## config.mk

```make
export PLATFORM = sky130hd
export DESIGN_NAME = json_validate_compact
export DESIGN_NICKNAME = d
export VERILOG_FILES = /design/src/design/jvc_pkg.sv /design/src/design/jvc_ram.sv /design/src/design/jvc_parser.sv /design/src/design/jvc_rsp_fifo.sv /design/src/design/json_validate_compact.sv
export SDC_FILE = /design/constraint.sdc
export NUM_CORES = 1
export LEC_CHECK = 0
export ABC_AREA = 1
export BUFFER_PORTS_ARGS = -buffer_cell sky130_fd_sc_hd__buf_2
export CELL_PAD_IN_SITES_DETAIL_PLACEMENT = 0
export CELL_PAD_IN_SITES_GLOBAL_PLACEMENT = 1
export CORE_MARGIN = 2
export CORE_UTILIZATION = 50
export DETAILED_ROUTE_END_ITERATION = 16
export PLACE_DENSITY_LB_ADDON = 0.1
export SLEW_MARGIN = 20
export SYNTH_ARGS = -nofsm -noshare
export SYNTH_HDL_FRONTEND = slang
export SYNTH_HIERARCHICAL = 1
export SYNTH_SLANG_ARGS = --single-unit
```

## constraint.sdc

```tcl
create_clock -name clock -period 7.58 [get_ports clock]
set_input_delay 0.379 -clock clock [delete_from_list [all_inputs] [get_ports clock]]
set_output_delay 0.379 -clock clock [all_outputs]
set_load 0.01 [all_outputs]
```

## src/design/jvc_pkg.sv

```systemverilog
package jvc_pkg;

   localparam int MaxDepthDefault = 64;
   localparam int FifoDepth       = 4;

   localparam logic [7:0] ChQuote  = 8'h22;
   localparam logic [7:0] ChBslash = 8'h5C;
   localparam logic [7:0] ChSlash  = 8'h2F;
   localparam logic [7:0] ChLbrace = 8'h7B;
   localparam logic [7:0] ChRbrace = 8'h7D;
   localparam logic [7:0] ChLbrack = 8'h5B;
   localparam logic [7:0] ChRbrack = 8'h5D;
   localparam logic [7:0] ChComma  = 8'h2C;
   localparam logic [7:0] ChColon  = 8'h3A;
   localparam logic [7:0] ChMinus  = 8'h2D;
   localparam logic [7:0] ChPlus   = 8'h2B;
   localparam logic [7:0] ChDot    = 8'h2E;
   localparam logic [7:0] ChZero   = 8'h30;
   localparam logic [7:0] ChNine   = 8'h39;
   localparam logic [7:0] ChSpace  = 8'h20;

   localparam logic [1:0] LitTrue  = 2'd0;
   localparam logic [1:0] LitFalse = 2'd1;
   localparam logic [1:0] LitNull  = 2'd2;

   typedef struct packed {
      logic [7:0] out_byte;
      logic       is_verdict;
      logic       doc_valid;
      logic       run_last;
   } rsp_item_type;

   // up to two results per input beat; count says how many of first/second are live
   typedef struct packed {
      logic [1:0]   count;
      rsp_item_type first;
      rsp_item_type second;
   } rsp_pair_type;

   function automatic logic [2:0] lit_len(input logic [1:0] kind);
      logic [2:0] len;
      unique case (kind)
         LitTrue:  len = 3'd4;
         LitFalse: len = 3'd5;
         LitNull:  len = 3'd4;
         default:  len = 3'd0;
      endcase
      return len;
   endfunction

   function automatic logic [7:0] lit_char(input logic [1:0] kind, input logic [2:0] pos);
      logic [7:0] ch;
      ch = 8'h00;
      unique case (kind)
         LitTrue: begin
            unique case (pos)
               3'd0:    ch = "t";
               3'd1:    ch = "r";
               3'd2:    ch = "u";
               3'd3:    ch = "e";
               default: ch = 8'h00;
            endcase
         end
         LitFalse: begin
            unique case (pos)
               3'd0:    ch = "f";
               3'd1:    ch = "a";
               3'd2:    ch = "l";
               3'd3:    ch = "s";
               3'd4:    ch = "e";
               default: ch = 8'h00;
            endcase
         end
         LitNull: begin
            unique case (pos)
               3'd0:    ch = "n";
               3'd1:    ch = "u";
               3'd2:    ch = "l";
               3'd3:    ch = "l";
               default: ch = 8'h00;
            endcase
         end
         default: ch = 8'h00;
      endcase
      return ch;
   endfunction

endpackage

```

## src/design/jvc_ram.sv

```systemverilog
module jvc_ram #(
   parameter int  Width = 1,
   parameter int  Depth = 64,
   localparam int AddrW = (Depth > 1) ? $clog2(Depth) : 1
) (
   input  logic             clock,
   input  logic             wr_en,
   input  logic [AddrW-1:0] wr_addr,
   input  logic [Width-1:0] wr_data,
   input  logic [AddrW-1:0] rd_addr,
   output logic [Width-1:0] rd_data
);

   logic [Width-1:0] mem [Depth];

   always_ff @(posedge clock) begin
      if (wr_en) begin
         mem[wr_addr] <= wr_data;
      end
      rd_data <= mem[rd_addr];
   end

endmodule

```

## src/design/jvc_parser.sv

```systemverilog
module jvc_parser #(
   parameter int MaxDepth = 64
) (
   input  logic                 clock,
   input  logic                 reset,
   input  logic                 take,
   input  logic [7:0]           in_byte,
   input  logic                 is_last,
   output jvc_pkg::rsp_pair_type results
);

   import jvc_pkg::*;

   localparam int DepW  = $clog2(MaxDepth + 1);
   localparam int AddrW = (MaxDepth > 1) ? $clog2(MaxDepth) : 1;

   typedef enum logic [4:0] {
      PH_VALUE, PH_ARR_FIRST, PH_OBJ_FIRST, PH_KEY, PH_COLON, PH_AFTER,
      PH_VSTR, PH_VESC, PH_VHEX, PH_KSTR, PH_KESC, PH_KHEX, PH_LIT,
      PH_MINUS, PH_ZERO, PH_INT, PH_DOT, PH_FRAC, PH_EXP_MARK, PH_EXP_SIGN,
      PH_EXP
   } phase_type;

   phase_type       phase_ff, phase_in, phase_nxt;
   logic [DepW-1:0] depth_ff, depth_in, depth_nxt, rd_ptr;
   logic            tos_ff, tos_in;        // kind of innermost container, 1 object
   logic [2:0]      lit_pos_ff, lit_pos_in;
   logic [1:0]      lit_kind_ff, lit_kind_in;
   logic [1:0]      hex_left_ff, hex_left_in;
   logic            err_ff;

   logic            below;                 // entry under the top, prefetched
   logic            push, push_kind;
   logic            echo, err;
   logic            do_start, do_after, do_close, close_kind;
   logic            ws, dig, hex, is_e, key;
   logic            apply, echo_fire, err_after, complete;
   logic [7:0]      c;
   logic [2:0]      lit_pos_inc;
   rsp_item_type    echo_item, verdict_item;

   assign c    = in_byte;
   assign ws   = (c == ChSpace) || (c >= 8'h09 && c <= 8'h0D);
   assign dig  = (c >= ChZero) && (c <= ChNine);
   assign hex  = dig || (c >= "a" && c <= "f") || (c >= "A" && c <= "F");
   assign is_e = (c == "e") || (c == "E");
   assign key  = (phase_ff == PH_KSTR) || (phase_ff == PH_KESC) || (phase_ff == PH_KHEX);
   assign lit_pos_inc = lit_pos_ff + 3'd1;

   always_comb begin
      echo        = 1'b0;
      err         = 1'b0;
      do_start    = 1'b0;
      do_after    = 1'b0;
      do_close    = 1'b0;
      close_kind  = 1'b0;
      push        = 1'b0;
      push_kind   = 1'b0;
      phase_in    = phase_ff;
      depth_in    = depth_ff;
      tos_in      = tos_ff;
      lit_pos_in  = lit_pos_ff;
      lit_kind_in = lit_kind_ff;
      hex_left_in = hex_left_ff;

      unique case (phase_ff)
         PH_VALUE: do_start = 1'b1;
         PH_ARR_FIRST: begin
            if (c == ChRbrack) begin
               do_close = 1'b1;
            end else begin
               do_start = 1'b1;
            end
         end
         PH_OBJ_FIRST, PH_KEY: begin
            if (phase_ff == PH_OBJ_FIRST && c == ChRbrace) begin
               do_close   = 1'b1;
               close_kind = 1'b1;
            end else if (ws) begin
               echo = 1'b0;
            end else if (c == ChQuote) begin
               phase_in = PH_KSTR;
               echo     = 1'b1;
            end else begin
               err = 1'b1;
            end
         end
         PH_COLON: begin
            if (c == ChColon) begin
               phase_in = PH_VALUE;
               echo     = 1'b1;
            end else if (!ws) begin
               err = 1'b1;
            end
         end
         PH_AFTER: do_after = 1'b1;
         PH_VSTR, PH_KSTR: begin
            if (c == ChQuote) begin
               phase_in = key ? PH_COLON : PH_AFTER;
               echo     = 1'b1;
            end else if (c == ChBslash) begin
               phase_in = key ? PH_KESC : PH_VESC;
               echo     = 1'b1;
            end else if (c < 8'h20) begin
               err = 1'b1;
            end else begin
               echo = 1'b1;
            end
         end
         PH_VESC, PH_KESC: begin
            if (c == ChQuote || c == ChBslash || c == ChSlash || c == "b" || c == "f"
                || c == "n" || c == "r" || c == "t") begin
               phase_in = key ? PH_KSTR : PH_VSTR;
               echo     = 1'b1;
            end else if (c == "u") begin
               hex_left_in = 2'd3;
               phase_in    = key ? PH_KHEX : PH_VHEX;
               echo        = 1'b1;
            end else begin
               err = 1'b1;
            end
         end
         PH_VHEX, PH_KHEX: begin
            if (!hex) begin
               err = 1'b1;
            end else begin
               echo = 1'b1;
               if (hex_left_ff == 2'd0) begin
                  phase_in = key ? PH_KSTR : PH_VSTR;
               end else begin
                  hex_left_in = hex_left_ff - 2'd1;
               end
            end
         end
         PH_LIT: begin
            if (lit_pos_ff >= lit_len(lit_kind_ff)) begin
               err = 1'b1;
            end else if (c != lit_char(lit_kind_ff, lit_pos_ff)) begin
               err = 1'b1;
            end else begin
               echo = 1'b1;
               if (lit_pos_inc == lit_len(lit_kind_ff)) begin
                  lit_pos_in = 3'd0;
                  phase_in   = PH_AFTER;
               end else begin
                  lit_pos_in = lit_pos_inc;
               end
            end
         end
         PH_MINUS: begin
            if (c == ChZero) begin
               phase_in = PH_ZERO;
               echo     = 1'b1;
            end else if (dig) begin
               phase_in = PH_INT;
               echo     = 1'b1;
            end else begin
               err = 1'b1;
            end
         end
         PH_ZERO, PH_INT: begin
            if (dig) begin
               // no leading zeros
               err  = (phase_ff == PH_ZERO);
               echo = (phase_ff != PH_ZERO);
            end else if (c == ChDot) begin
               phase_in = PH_DOT;
               echo     = 1'b1;
            end else if (is_e) begin
               phase_in = PH_EXP_MARK;
               echo     = 1'b1;
            end else begin
               do_after = 1'b1;
            end
         end
         PH_DOT: begin
            if (dig) begin
               phase_in = PH_FRAC;
               echo     = 1'b1;
            end else begin
               err = 1'b1;
            end
         end
         PH_FRAC: begin
            if (dig) begin
               echo = 1'b1;
            end else if (is_e) begin
               phase_in = PH_EXP_MARK;
               echo     = 1'b1;
            end else begin
               do_after = 1'b1;
            end
         end
         PH_EXP_MARK, PH_EXP_SIGN: begin
            if (phase_ff == PH_EXP_MARK && (c == ChPlus || c == ChMinus)) begin
               phase_in = PH_EXP_SIGN;
               echo     = 1'b1;
            end else if (dig) begin
               phase_in = PH_EXP;
               echo     = 1'b1;
            end else begin
               err = 1'b1;
            end
         end
         PH_EXP: begin
            if (dig) begin
               echo = 1'b1;
            end else begin
               do_after = 1'b1;
            end
         end
         default: err = 1'b1;
      endcase

      if (do_start) begin
         if (ws) begin
            echo = 1'b0;
         end else if (c == ChLbrace || c == ChLbrack) begin
            if (depth_ff >= DepW'(MaxDepth)) begin
               err = 1'b1;
            end else begin
               push      = 1'b1;
               push_kind = (c == ChLbrace);
               depth_in  = depth_ff + DepW'(1);
               tos_in    = (c == ChLbrace);
               phase_in  = (c == ChLbrace) ? PH_OBJ_FIRST : PH_ARR_FIRST;
               echo      = 1'b1;
            end
         end else if (c == ChQuote) begin
            phase_in = PH_VSTR;
            echo     = 1'b1;
         end else if (c == "t" || c == "f" || c == "n") begin
            lit_kind_in = (c == "t") ? LitTrue : ((c == "f") ? LitFalse : LitNull);
            lit_pos_in  = 3'd1;
            phase_in    = PH_LIT;
            echo        = 1'b1;
         end else if (c == ChMinus) begin
            phase_in = PH_MINUS;
            echo     = 1'b1;
         end else if (c == ChZero) begin
            phase_in = PH_ZERO;
            echo     = 1'b1;
         end else if (dig) begin
            phase_in = PH_INT;
            echo     = 1'b1;
         end else begin
            err = 1'b1;
         end
      end

      if (do_after) begin
         phase_in = PH_AFTER;
         if (ws) begin
            echo = 1'b0;
         end else if (depth_ff == '0) begin
            err = 1'b1;
         end else if (c == ChComma) begin
            phase_in = tos_ff ? PH_KEY : PH_VALUE;
            echo     = 1'b1;
         end else if (c == ChRbrack) begin
            do_close = 1'b1;
         end else if (c == ChRbrace) begin
            do_close   = 1'b1;
            close_kind = 1'b1;
         end else begin
            err = 1'b1;
         end
      end

      if (do_close) begin
         if (depth_ff == '0 || tos_ff != close_kind) begin
            err = 1'b1;
         end else begin
            depth_in = depth_ff - DepW'(1);
            tos_in   = below;
            phase_in = PH_AFTER;
            echo     = 1'b1;
         end
      end
   end

   assign apply     = take && !err_ff && !err;
   assign echo_fire = apply && echo;
   assign err_after = err_ff || (take && err);

   always_comb begin
      if (take && is_last) begin
         phase_nxt = PH_VALUE;
         depth_nxt = '0;
      end else if (apply) begin
         phase_nxt = phase_in;
         depth_nxt = depth_in;
      end else begin
         phase_nxt = phase_ff;
         depth_nxt = depth_ff;
      end
   end

   // verdict judged on the state this byte leaves behind
   always_comb begin
      phase_type ph;
      logic [DepW-1:0] dp;
      ph = apply ? phase_in : phase_ff;
      dp = apply ? depth_in : depth_ff;
      complete = (dp == '0) && (ph == PH_AFTER || ph == PH_ZERO || ph == PH_INT
                                || ph == PH_FRAC || ph == PH_EXP);
   end

   always_ff @(posedge clock) begin
      if (reset) begin
         phase_ff    <= PH_VALUE;
         depth_ff    <= '0;
         lit_pos_ff  <= 3'd0;
         lit_kind_ff <= LitTrue;
         hex_left_ff <= 2'd0;
         err_ff      <= 1'b0;
      end else begin
         phase_ff <= phase_nxt;
         depth_ff <= depth_nxt;
         if (take && is_last) begin
            lit_pos_ff  <= 3'd0;
            lit_kind_ff <= LitTrue;
            hex_left_ff <= 2'd0;
            err_ff      <= 1'b0;
         end else if (take) begin
            if (apply) begin
               lit_pos_ff  <= lit_pos_in;
               lit_kind_ff <= lit_kind_in;
               hex_left_ff <= hex_left_in;
            end
            if (err) begin
               err_ff <= 1'b1;
            end
         end
      end
   end

   always_ff @(posedge clock) begin
      if (apply) begin
         tos_ff <= tos_in;
      end
   end

   // keep the entry under the new top in flight so a close never waits
   assign rd_ptr = depth_nxt - DepW'(2);

   jvc_ram #(
      .Width (1),
      .Depth (MaxDepth)
   ) u_stack (
      .clock   (clock),
      .wr_en   (apply && push),
      .wr_addr (depth_ff[AddrW-1:0]),
      .wr_data (push_kind),
      .rd_addr (rd_ptr[AddrW-1:0]),
      .rd_data (below)
   );

   always_comb begin
      echo_item.out_byte     = c;
      echo_item.is_verdict   = 1'b0;
      echo_item.doc_valid    = 1'b0;
      echo_item.run_last     = !is_last;
      verdict_item.out_byte   = 8'h00;
      verdict_item.is_verdict = 1'b1;
      verdict_item.doc_valid  = !err_after && complete;
      verdict_item.run_last   = 1'b1;

      results.count  = {1'b0, echo_fire} + {1'b0, take && is_last};
      results.first  = echo_fire ? echo_item : verdict_item;
      results.second = verdict_item;
   end

endmodule

```

## src/design/jvc_rsp_fifo.sv

```systemverilog
module jvc_rsp_fifo (
   input  logic                  clock,
   input  logic                  reset,
   input  jvc_pkg::rsp_pair_type wr_pair,
   output logic                  room,
   output logic                  rd_valid,
   output jvc_pkg::rsp_item_type rd_item,
   input  logic                  rd_pop
);

   import jvc_pkg::*;

   localparam int PtrW = $clog2(FifoDepth);
   localparam int CntW = PtrW + 1;

   rsp_item_type    mem_ff [FifoDepth];
   logic [PtrW-1:0] wr_ptr_ff, rd_ptr_ff, wr_next;
   logic [CntW-1:0] count_ff;

   assign wr_next  = wr_ptr_ff + PtrW'(1);
   assign room     = count_ff <= CntW'(FifoDepth - 2);   // a beat may bring two results
   assign rd_valid = count_ff != '0;
   assign rd_item  = mem_ff[rd_ptr_ff];

   always_ff @(posedge clock) begin
      if (reset) begin
         wr_ptr_ff <= '0;
         rd_ptr_ff <= '0;
         count_ff  <= '0;
      end else begin
         wr_ptr_ff <= wr_ptr_ff + PtrW'(wr_pair.count);
         rd_ptr_ff <= rd_ptr_ff + PtrW'(rd_pop);
         count_ff  <= count_ff + CntW'(wr_pair.count) - CntW'(rd_pop);
      end
   end

   always_ff @(posedge clock) begin
      if (wr_pair.count != 2'd0) begin
         mem_ff[wr_ptr_ff] <= wr_pair.first;
      end
      if (wr_pair.count == 2'd2) begin
         mem_ff[wr_next] <= wr_pair.second;
      end
   end

endmodule

```

## src/design/json_validate_compact.sv

```systemverilog
// One document byte per cycle in; the nesting stack top is kept in a register and the
// entry below it is read ahead from the stack RAM, so closes never stall.
// Each accepted byte's results are registered into the result queue, read from its head.
// Throughput: 1 byte/cycle; the last byte adds a verdict beat after any echo.
// req_tready is low in reset or when the 4-entry queue lacks room for two beats.
// Reset: synchronous, active high; parser returns to expecting a top-level value.
module json_validate_compact #(
   parameter int MaxDepth = jvc_pkg::MaxDepthDefault
) (
   input  logic        clock,
   input  logic        reset,
   input  logic        req_tvalid,
   output logic        req_tready,
   input  logic [7:0]  req_tdata,    // [7:0] in_byte
   input  logic        req_tlast,    // is_last
   output logic        rsp_tvalid,
   input  logic        rsp_tready,
   output logic [15:0] rsp_tdata,    // [7:0] out_byte, [8] doc_valid, [15:9] zero
   output logic        rsp_tuser,    // is_verdict
   output logic        rsp_tlast     // run_last
);

   import jvc_pkg::*;

   logic         take;
   logic         room;
   rsp_pair_type pair;
   rsp_item_type head;

   // no beat is taken while reset is held
   assign req_tready = room && !reset;
   assign take       = req_tvalid && req_tready;

   jvc_parser #(
      .MaxDepth (MaxDepth)
   ) u_parser (
      .clock   (clock),
      .reset   (reset),
      .take    (take),
      .in_byte (req_tdata),
      .is_last (req_tlast),
      .results (pair)
   );

   jvc_rsp_fifo u_fifo (
      .clock    (clock),
      .reset    (reset),
      .wr_pair  (pair),
      .room     (room),
      .rd_valid (rsp_tvalid),
      .rd_item  (head),
      .rd_pop   (rsp_tvalid && rsp_tready)
   );

   assign rsp_tdata = {7'b0, head.doc_valid, head.out_byte};
   assign rsp_tuser = head.is_verdict;
   assign rsp_tlast = head.run_last;

endmodule

```

* Word level (Yosys, flattened, before mapping)
Memory sizes are Yosys's and may differ from the RTL's. A register that Yosys moved wholly into a read port is not among the register bits.
Index checks and enable logic that the tools add are counted.
** Cells by class
- $add $sub $neg :: 11
- $lt $le $gt $ge :: 12
- Equal/unequal tests :: 62
- Muxes and demuxes :: 195
- Bitwise operators :: 3
- Reductions and logical operators :: 69
** Operators by type and width (count)
- $mux 5 :: 38
- $mux 1 :: 109
- $eq 8x7->1 const B :: 13
- $eq 8x6->1 const B :: 9
- $mux 7 :: 8
- $pmux 5 s11 :: 1
- $eq 5x4->1 const B :: 10
- $mux 3 :: 13
- $eq 5x5->1 const B :: 7
- $pmux 7 s5 :: 1
- $pmux 7 s4 :: 1
- $eq 5x3->1 const B :: 5
- $pmux 8 s3 :: 1
- $logic_or 1x1->1 :: 23
- $pmux 1 s11 :: 2
- $pmux 7 s3 :: 1
- $mux 2 :: 10
- $reduce_or 2->1 :: 10
- $logic_and 1x1->1 :: 17
- $ge 8x7->1 const B :: 2
- $le 8x7->1 const B :: 2
- $mux 8 :: 2
- $logic_not 7->1 :: 2
- $reduce_and 7->1 :: 2
- other kinds (47) :: 63
** Storage, ports and cells
- Bits in registers :: 28
- Memory bits (writable) :: 108
- Bits of input ports :: 13
- Output and inout port bits :: 20
- Word-level logic and storage cells :: 364
- Memories :: 2
** Memory list
- u_parser.u_stack.mem :: words 64, bits a word 1, read ports 1, clocked after Yosys merged registers in 1, wr ports 1, line jvc_ram.sv:14 : logic [Width-1:0] mem [Depth];
- u_fifo.mem_ff :: words 4, bits a word 11, read ports 1, clocked after Yosys merged registers in 1, wr ports 2, line jvc_rsp_fifo.sv:16 : rsp_item_type mem_ff [FifoDepth];

* Logic depth before layout (Yosys ltp)
Gate-level depths: netlist of the first run.
- Depth after elaboration :: 38
- Gate-level depth with buffers :: 31
- Depth with buffers taken out :: 28

* Hierarchy
The synthesis of the first run kept the hierarchy.
** Modules (own cells, without submodules)
- jvc_parser :: times used 1, cells an instance 761, area an instance 3971.3 um^2, sequential area each 430.4 um^2
- jvc_ram :: times used 1, cells an instance 324, area an instance 3065.4 um^2, sequential area each 1941.9 um^2
- jvc_rsp_fifo :: times used 1, cells an instance 302, area an instance 2775.2 um^2, sequential area each 1461.4 um^2
- json_validate_compact :: times used 1, cells an instance 15, area an instance 87.6 um^2, sequential area each 0.0 um^2

* Worst setup path after synthesis of the first run
OpenSTA, ideal clock, no wires.
- Path kind :: reg2reg
- Start :: reg u_parser.lit_kind_ff[0]
- End :: mem u_fifo/mem_ff[3][0] (netlist name) (enable)
- Arrival :: 3.308 ns
- Required time :: 7.235 ns
- Path slack :: 3.927 ns
- Stages on the path, launching flop included :: 21
- Buffers on the path :: 2
- Period minus slack after synthesis :: 3.653 ns
- Cell sequence :: dfxtp_1 -> inv_1 -> nor2_1 -> ha_1 -> inv_1 -> nand3_1 -> a21oi_1 -> nand2_1 -> nor2_1 -> nand3_1 -> nor2_1 -> a21oi_1 -> nor2_4 -> nand3_4 -> buf_6 -> nor2_2 -> ha_1 -> nor2_4 -> nand2_4 -> buf_6 -> nand2_1
** RTL lines
- start: declaration :: line jvc_parser.sv:28 : logic [1:0] lit_kind_ff, lit_kind_in;
- start signal: assignment :: line jvc_parser.sv:314 : lit_kind_ff <= LitTrue;
- start signal: assignment :: line jvc_parser.sv:322 : lit_kind_ff <= LitTrue;
- start signal: assignment :: line jvc_parser.sv:328 : lit_kind_ff <= lit_kind_in;
- end: declaration :: line jvc_rsp_fifo.sv:16

* Worst setup path after layout of the first run
- Start :: reg u_parser.lit_kind_ff[0]
- End :: reg u_parser.u_stack.rd_data, read port of u_parser.u_stack.mem
** On the way
- Word-level cells in the longest chain between the ends :: 29
** Ends and longest elaborated chain
- $eq 2x2->1, or another cell as far along :: line jvc_pkg.sv:42, jvc_pkg.sv:54
- $pmux 8 s3 :: line jvc_pkg.sv:54 : unique case (kind)
- $mux 8 :: line jvc_parser.sv:136 : if (lit_pos_ff >= lit_len(lit_kind_ff)) begin
- $mux 8 :: line jvc_parser.sv:66 : unique case (phase_ff)
- $ne 8x8->1 :: line jvc_parser.sv:138 : end else if (c != lit_char(lit_kind_ff, lit_pos_ff)) begin
- $mux 1 :: line jvc_parser.sv:138
- $mux 1 (*) :: line jvc_parser.sv:136
- $pmux 1 s11 (*) :: line jvc_parser.sv:66
- (+14 left out)
- $mux 1 :: line jvc_parser.sv:271 : if (depth_ff == '0 || tos_ff != close_kind) begin
- $mux 1 (*) :: line jvc_parser.sv:270 : if (do_close) begin
- $logic_not 1->1 (*) :: line jvc_parser.sv:282 : assign apply = take && !err_ff && !err;
- $logic_and 1x1->1 (*) :: line jvc_parser.sv:282
- $mux 7 (*) :: line jvc_parser.sv:290 : end else if (apply) begin
- $mux 7 (*) :: line jvc_parser.sv:287 : if (take && is_last) begin
- $sub 6x2->6 (*) :: line jvc_parser.sv:345 : assign rd_ptr = depth_nxt - DepW'(2);
- via u_parser.rd_ptr[1] :: line jvc_parser.sv:25 : logic [DepW-1:0] depth_ff, depth_in, depth_nxt, rd_ptr;
- end: declaration :: line jvc_ram.sv:11 : output logic [Width-1:0] rd_data
Mark *: on every way through the listed nets, which the timed path passes. The rest lies on a longest branch. The select of a mux whose other input is x is not followed.
A chain may end at the register's enable or synchronous reset.

==> flow_summary.yaml, run 1 <==
outcome:
  status: "complete, no violations"
synthesis:
  yosys-top-cells-area: "edfxtp_1, nand2_1, nor2_1, nand3_1, dfxtp_1"
  ys_seq_elements: 137
  yosys_warnings: 6
  synthTopCellsByCount: "nand2_1, nor2_1, inv_1"
  synth_most_common_cell: "nand2_1"
  syn_avg_cell_area_um2: 7.061
  synth-seq-area-share_pct: 38.73
  postSynth.asyncResetShare_pct: 0
  synth-main-ff-cell: "edfxtp_1"
  synth_top_area_share_pct: 33.06
  synth_cell_type_count: 48
  syn_inst: 1402
  synth_edf_count: 109
  synthesis.area_mm2: 0.009899
  yosys.area.top_type: "edfxtp_1"
detailed_routing:
  drtPass1Iterations: 8
  detail_route.wl_per_cell_um: 15.71
  drc: 0
  num_vias: 8931
  drtAntennaViolNets: 0
  drtIter0Drc: 781
  vias_per_cell: 5.297
  wl_um: 26490
placed_design:
  post-dp-hpwl_um: 19560
  place_area_mm2: 0.01002
  place_inst: 1654
  place_congestion: 1.000
  io_buffers: 25
  place_ws_ps: 2634
cts:
  cts_buffers: 17
  clock_sink_count: 137
  post_cts_buffers: 0
  clkTransAtPathRegs_ps: 70
  cts_max_level: 4
  cts.hold.buffers_added: 0
  cts_tree: "yes"
  worstSkewPairLatency_ps: 430
  clockBufferDepth: 2
  cts_resized: 0
  cts_root_buffer: "clkbuf_16"
setup_path:
  start_kind: "flop"
  slowest_delay_ps: 500
  crit_type: "reg -> reg"
  cp_data_required_time_ps: 7900
  cp_slowest_cell: "ha_1"
  arrival_ps: 5270
  worstPathMaxFanout: 20
  endpoint_kind: "flop"
  crit_top_cell: "nand2_1"
global_route:
  grtUsageMet2_pct: 42.25
  busiest_layer: "met2"
  grt_pass1_wl_um: 41600
  grt_usage_pct: 26.05
  antenna_found_initial: 0
  use_met1_pct: 35.88
  grt-ovfl-total: 0
  grt_pass1_vias: 8040
  use_met3_pct: 4.014
  grt_max_degree: 66
cells_and_area:
  layout.cells.non_filler: 1686
  nFillCells: 1958
  stdcell_area_mm2: 0.01063
  regArea_mm2: 0.003834
  multi_input_area_mm2: 0.005065
  final_layout_size_suffix_gt1_share_pct: 10.98
  num_antenna_cells: 0
  finish.net_count: 1440
  syn2layout_area_growth_pct: 7.406
die:
  core_mm2: 0.01946
  dieArea_mm2: 0.02094
  io_pins: 33
  num_rows: 51
  start_util_pct: 50.86
  die_h_um: 144.7
  die_x_um: 144.7
sta:
  post-route-period-util_pct: 65.25
  min_period_ps: 4946
  finalHoldViolCount: 0
  rsz0062_at_grt: "no"
  max_freq_mhz: 202.2
  slew_headroom_pct: 40.44
  worst_pin_slew_ps: 892.1
  setup_viol: 0
  finalWorstSetupSlack_ps: 2634
  slew_violations: 0
  tns_ps: 0
  fin_skew_ps: 19.22
flow_run:
  maxCapViolations: 0
power:
  power.leakage_nw: 4.705
  powerDensity_mw_per_mm2: 199.5
  ir_drop_mv: 0.1610
worst_hold_path:
  hold_class: "in -> reg"
-- layer usage --
metal	vias up	wire, um
li1	4540	-
met1	4021	12350
met2	304	12000
met3	66	1463
met4	0	671
met5	-	0
-- per-stage QoR --
stage / hold WS (ps) / total power, mW / utilization (%)
floorplan: 433.2 / 1.165 / -
global placement: 446.7 / 1.269 / 51.46
detailed placement: 450.1 / 1.270 / 51.46
CTS: 289.0 / 2.141 / 54.63
global route: 303.2 / 2.227 / 54.63
finish: 294.9 / 2.121 / 54.63
-- registers in the layout, indices dropped and copies added (netlist names) --
register                  cells
u_fifo/count_ff               3
u_fifo/mem_ff                44
u_fifo/rd_ptr_ff              2
u_fifo/wr_ptr_ff              2
u_parser/depth_ff             7
u_parser/err_ff               1
u_parser/hex_left_ff          2
u_parser/lit_kind_ff          2
u_parser/lit_pos_ff           3
u_parser/phase_ff             5
u_parser/tos_ff               1
u_parser/u_stack/mem         64
u_parser/u_stack/rd_data      1
-- cell type report --
type / count / share of cell area [%]
well taps: 265 / 3.118
multi-input cells: 1056 / 47.63
flip-flops and latches: 137 / 36.06
clock buffers: 17 / 4.001
inverters: 168 / 6.001
clock inverters: 15 / 1.800
repair buffers: 28 / 1.389
-- worst paths after layout --
| kind | startpoint | end | slack, ps | cells past startpoint |
|---|---|---|---|---|
| setup / recovery | u_parser/lit_kind_ff[0] | u_parser/u_stack/rd_data | 2630 | 26 |
| setup reg to reg | u_parser/lit_kind_ff[0] | u_parser/u_stack/rd_data | 2630 | 26 |
| hold reg to reg | u_parser/hex_left_ff[1] | u_parser/hex_left_ff[1] | 460 | 2 |
| hold / removal | reset | u_fifo/rd_ptr_ff[1] | 290 | 2 |
-- cells in the final DEF, fill, tap and decap left out, types with 3 or more instances in the layout --
cell type	netlist	routed
nor3_2	4	4
ha_1	18	18
edfxtp_1	109	109
buf_4	23	3
conb_1	3	17
nor2_1	191	189
buf_2	7	25
o21ai_0	49	49
inv_6	1	6
nand4_1	18	18
nand2_2	14	14
xnor2_1	3	3
nand3_2	6	6
nand2_4	5	5
clkbuf_16	0	17
nand3_4	3	3
o21ai_1	32	32
xor2_1	8	8
a21oi_1	43	43
inv_8	0	5
nand3_1	121	121
nor2_4	7	8
o21ai_2	20	20
nor2_2	13	14
nand2_1	433	433
o211ai_1	12	12
dfxtp_1	28	28
inv_1	149	149
nor3_1	19	19
inv_2	16	16
-- cells by family (layout without fill, tap and decap cells) --
kind of cell               count (synthesis)  in the layout  synth area share, %
xor gates and xnor gates                  11             11               0.9733
DFF                                      137            137                38.73
other                                      3             17               0.1137
adders and majority gates                 19             19                2.477
and+or+nand+nor                          842            842                37.08
AOI/OAI and AO/OA                        167            167                9.884
buffers and inverters                    223            228                10.74
-- critical path: cells and delay by family, from the launching register on --
family	cells	cell delay, ps
adders and majority gates	2	820
and+or+nand+nor	17	2470
AOI/OAI and AO/OA	2	360
DFF	1	360
buffers and inverters	5	850
-- power by group --
part	leakage, nW	switching (mW)	internal, mW
logic	3.17	0.279	0.132
clock network	0.298	0.364	0.503
registers	1.23	0.0213	0.822
total	4.70	0.664	1.46
Note: power is estimated with default switching activity, not from simulation.
==> run 2: changes to the inputs <==
ABC_AREA = 0   (was 1)
CORE_UTILIZATION = 46   (was 50)
clock period = 4.3 ns   (was 7.58 ns; I/O delays follow)
==> run 2 against run 1 <==
Effect of this change: flip-flop and latch count stayed put; worst setup slack worse by 2600 ps; sequential share of layout area is 2.8 points lower.
==> flow_summary.yaml, run 2 <==
global_route:
  grt_pass1_vias: 7499
  grt_max_degree: 66
  grt-ovfl-total: 0
  grt_usage_pct: 24.22
  grt_pass1_wl_um: 40700
  antenna_found_initial: 0
sta:
  tns_ps: 0
  slew_violations: 0
  finalHoldViolCount: 0
  max_freq_mhz: 234.8
  rsz0062_at_grt: "yes"
  setup_viol: 0
  min_period_ps: 4259
  fin_skew_ps: 6.665
  whs_ps: 89.99
  post-route-period-util_pct: 99.04
  worst_pin_slew_ps: 922.5
  slew_headroom_pct: 38.50
setup_path:
  cp_num_cells: 22
  cp_slowest_cell: "a2111o_1"
  cp_data_required_time_ps: 4590
  cp-endpoint: "u_parser/u_stack/rd_data"
  r2r-end: "u_parser/u_stack/rd_data"
  rr_worst_depth: 22
  start_kind: "flop"
  arrival_ps: 4540
  worstPathCellList: "ha_4 > ha_2 > nand3b_1 > o311ai_2 > buf_4 > xor2_1 > a2111o_1 > o21ai_2 > buf_4 > and3_4 > nand2_4 > o22a_1 > mux2_4 > nand2_2 > nand2_2 > ha_4 > inv_6 > mux4_2 > mux2i_1 > mux2i_1 > a211oi_2 > a21oi_1"
  slowest_delay_ps: 440
  r2r_start: "u_parser/lit_pos_ff[0]"
  cp_top_family: "compound AO/OA/AOI/OAI gates"
  crit_type: "reg -> reg"
  endpoint_kind: "flop"
  worstPathMaxFanout: 6
  reg2reg_slack_ps: 40
  critPathLaunch: "u_parser/lit_pos_ff[0]"
  crit_buf_inv: 3
die:
  start_util_pct: 46.50
  core_mm2: 0.02004
  dieArea_mm2: 0.02141
  num_rows: 52
  io_pins: 33
  die_h_um: 146.3
  die_x_um: 146.3
cts:
  cts_root_buffer: "clkbuf_16"
  cts_tree: "yes"
  clock_sink_count: 137
  clkTransAtPathRegs_ps: 50
  cts_max_level: 4
  worstSkewPairLatency_ps: 410
  cts_buffers: 17
  clockBufferDepth: 2
detailed_routing:
  drtIter0Drc: 610
  drc: 0
  drtPass1Iterations: 5
  num_vias: 7672
  vias_per_cell: 5.803
  wl_um: 25840
  drtAntennaViolNets: 0
  detail_route.wl_per_cell_um: 19.54
synthesis:
  synth_top_area_share_pct: 35.13
  synth-simple-area-share_pct: 22.25
  synthesis.area_mm2: 0.009318
  synth.area.mux_share_pct: 14.91
  synth_fa_ha_area_share_pct: 2.632
  syn_avg_cell_area_um2: 10.48
  ys_seq_elements: 137
  synth_edf_count: 109
  synth_most_common_cell: "nor2_1"
  postSynth.asyncResetShare_pct: 0
  synth_compound_area_share_pct: 11.35
  yosys-top-cells-area: "edfxtp_1, dfxtp_1, mux4_2, nor2_1, mux2_2"
  yosys_warnings: 6
  syn_inst: 889
  synth-main-ff-cell: "edfxtp_1"
  synth_cell_type_count: 98
  synthTopCellsByCount: "nor2_1, edfxtp_1, nand2_1"
  synth_top_family_by_area: "simple AND/OR/NAND/NOR gates"
  synthXorXnorAreaFrac_pct: 1.987
  yosys.area.top_type: "edfxtp_1"
  synth-seq-area-share_pct: 41.14
power:
  pwr-share-seq_pct: 43.9
  power.leakage_nw: 4.136
  ir_drop_mv: 0.2861
  p_int_mw: 2.618
  p_sw_mw: 0.7779
  combPwrFrac_pct: 13.0
  powerDensity_mw_per_mm2: 293.5
  power_frac_clock_pct: 43.1
  swShare_pct: 22.91
  total_power_mw: 3.396
worst_hold_path:
  hold_class: "in -> reg"
placed_design:
  place_congestion: 0.9644
  post-dp-hpwl_um: 19020
  io_buffers: 25
  place_area_mm2: 0.01075
cells_and_area:
  stdcell_area_mm2: 0.01157
  top_regs: "u_parser/u_stack/mem: 64 flops, u_fifo/mem_ff: 44 flops, u_parser/depth_ff: 7 flops"
  final_layout_size_suffix_gt1_share_pct: 32.41
  top_register: "u_parser/u_stack/mem"
  layout_commonest_cell: "buf_4"
  syn2layout_area_growth_pct: 24.18
  finish.net_count: 1071
  num_antenna_cells: 0
  largest_reg_flops: 64
  final_cell_mix: "buf_4, nor2_1, edfxtp_1"
flow_run:
  maxCapViolations: 0
outcome:
  status: "complete, no violations"
run 2: cell types whose count changed in the layout (fill, tap and decap cells not counted), moves of 20 or more:
cell     delta
inv_1     -128
buf_4     +151
o21ai_1    -26
nor2_1     -76
mux4_2     +22
o21ai_0    -36
nand3_1   -101
nor2b_1    +22
mux2_4     +20
mux2_2     +27
nand2_1   -372
run 2: kinds of logic (layout without fill, tap and decap cells):
kind of cell	count (synthesis)	after routing
and+or+nand+nor	379	379
muxes	90	90
buffers and inverters	99	248
adders and majority gates	19	19
AOI/OAI and AO/OA	144	144
DFF	137	137
other	3	17
xor gates and xnor gates	18	18
run 2: power groups by stage:
stage	combinational (mW)	clock, mW	sequential (mW)
global route	0.484	1.54	1.50
finish	0.443	1.46	1.49
global placement	0.431	0	1.52
CTS	0.445	1.49	1.49
floorplan	0.330	0	1.48
detailed placement	0.440	0	1.52
run 2: cell type report:
type	instances	area, um2
Fill cell	1718	8468
Multi-Input combinational cell	667	5205
Sequential cell	137	3846
Timing Repair Buffer	190	1475
Clock buffer	25	475.5
Tap cell	270	337.8
Clock inverter	7	117.6
Inverter	25	106.4
Timing Repair inverter	1	7.507
run 2: how the worst min path moves through the flow:
stage	start	end	slack (ps)	depth (start not counted)
floorplan	reset	u_fifo/count_ff[0]	290	1
global placement	u_parser/hex_left_ff[0]	u_parser/hex_left_ff[0]	480	2
detailed placement	u_parser/hex_left_ff[0]	u_parser/hex_left_ff[0]	500	2
CTS	reset	u_fifo/rd_ptr_ff[1]	80	2
global route	reset	u_fifo/rd_ptr_ff[0]	100	2
finish	reset	u_fifo/rd_ptr_ff[1]	90	2
run 2: stage by stage:
stage          std cells  setup WS, ps  utilization (%)
2_1_floorplan        903        -46.20                -
3_3_place_gp        1285        -304.7            53.64
3_5_place_dp        1285        -428.4            53.64
4_1_cts             1319        -9.428            56.96
5_1_grt             1322        -143.4            57.74
6_report            1322         41.43            57.74
run 2: metal layers:
metal	part of all wire, %	global-route usage (%)	vias to the layer above
met2	49	40.57	231
met4	1.3	7.136	0
met3	5.1	2.938	26
met5	0	0	-
met1	45	33.25	3793
li1	-	-	3622
run 2: timing repair:
item                       CTS  global route
hold buffers                 0             0
cloned                       1             0
pin swaps                    1            18
setup endpoints to repair   89            75
setup buffers                1             3
hold endpoints to repair     0             0
gates resized for setup     15            33
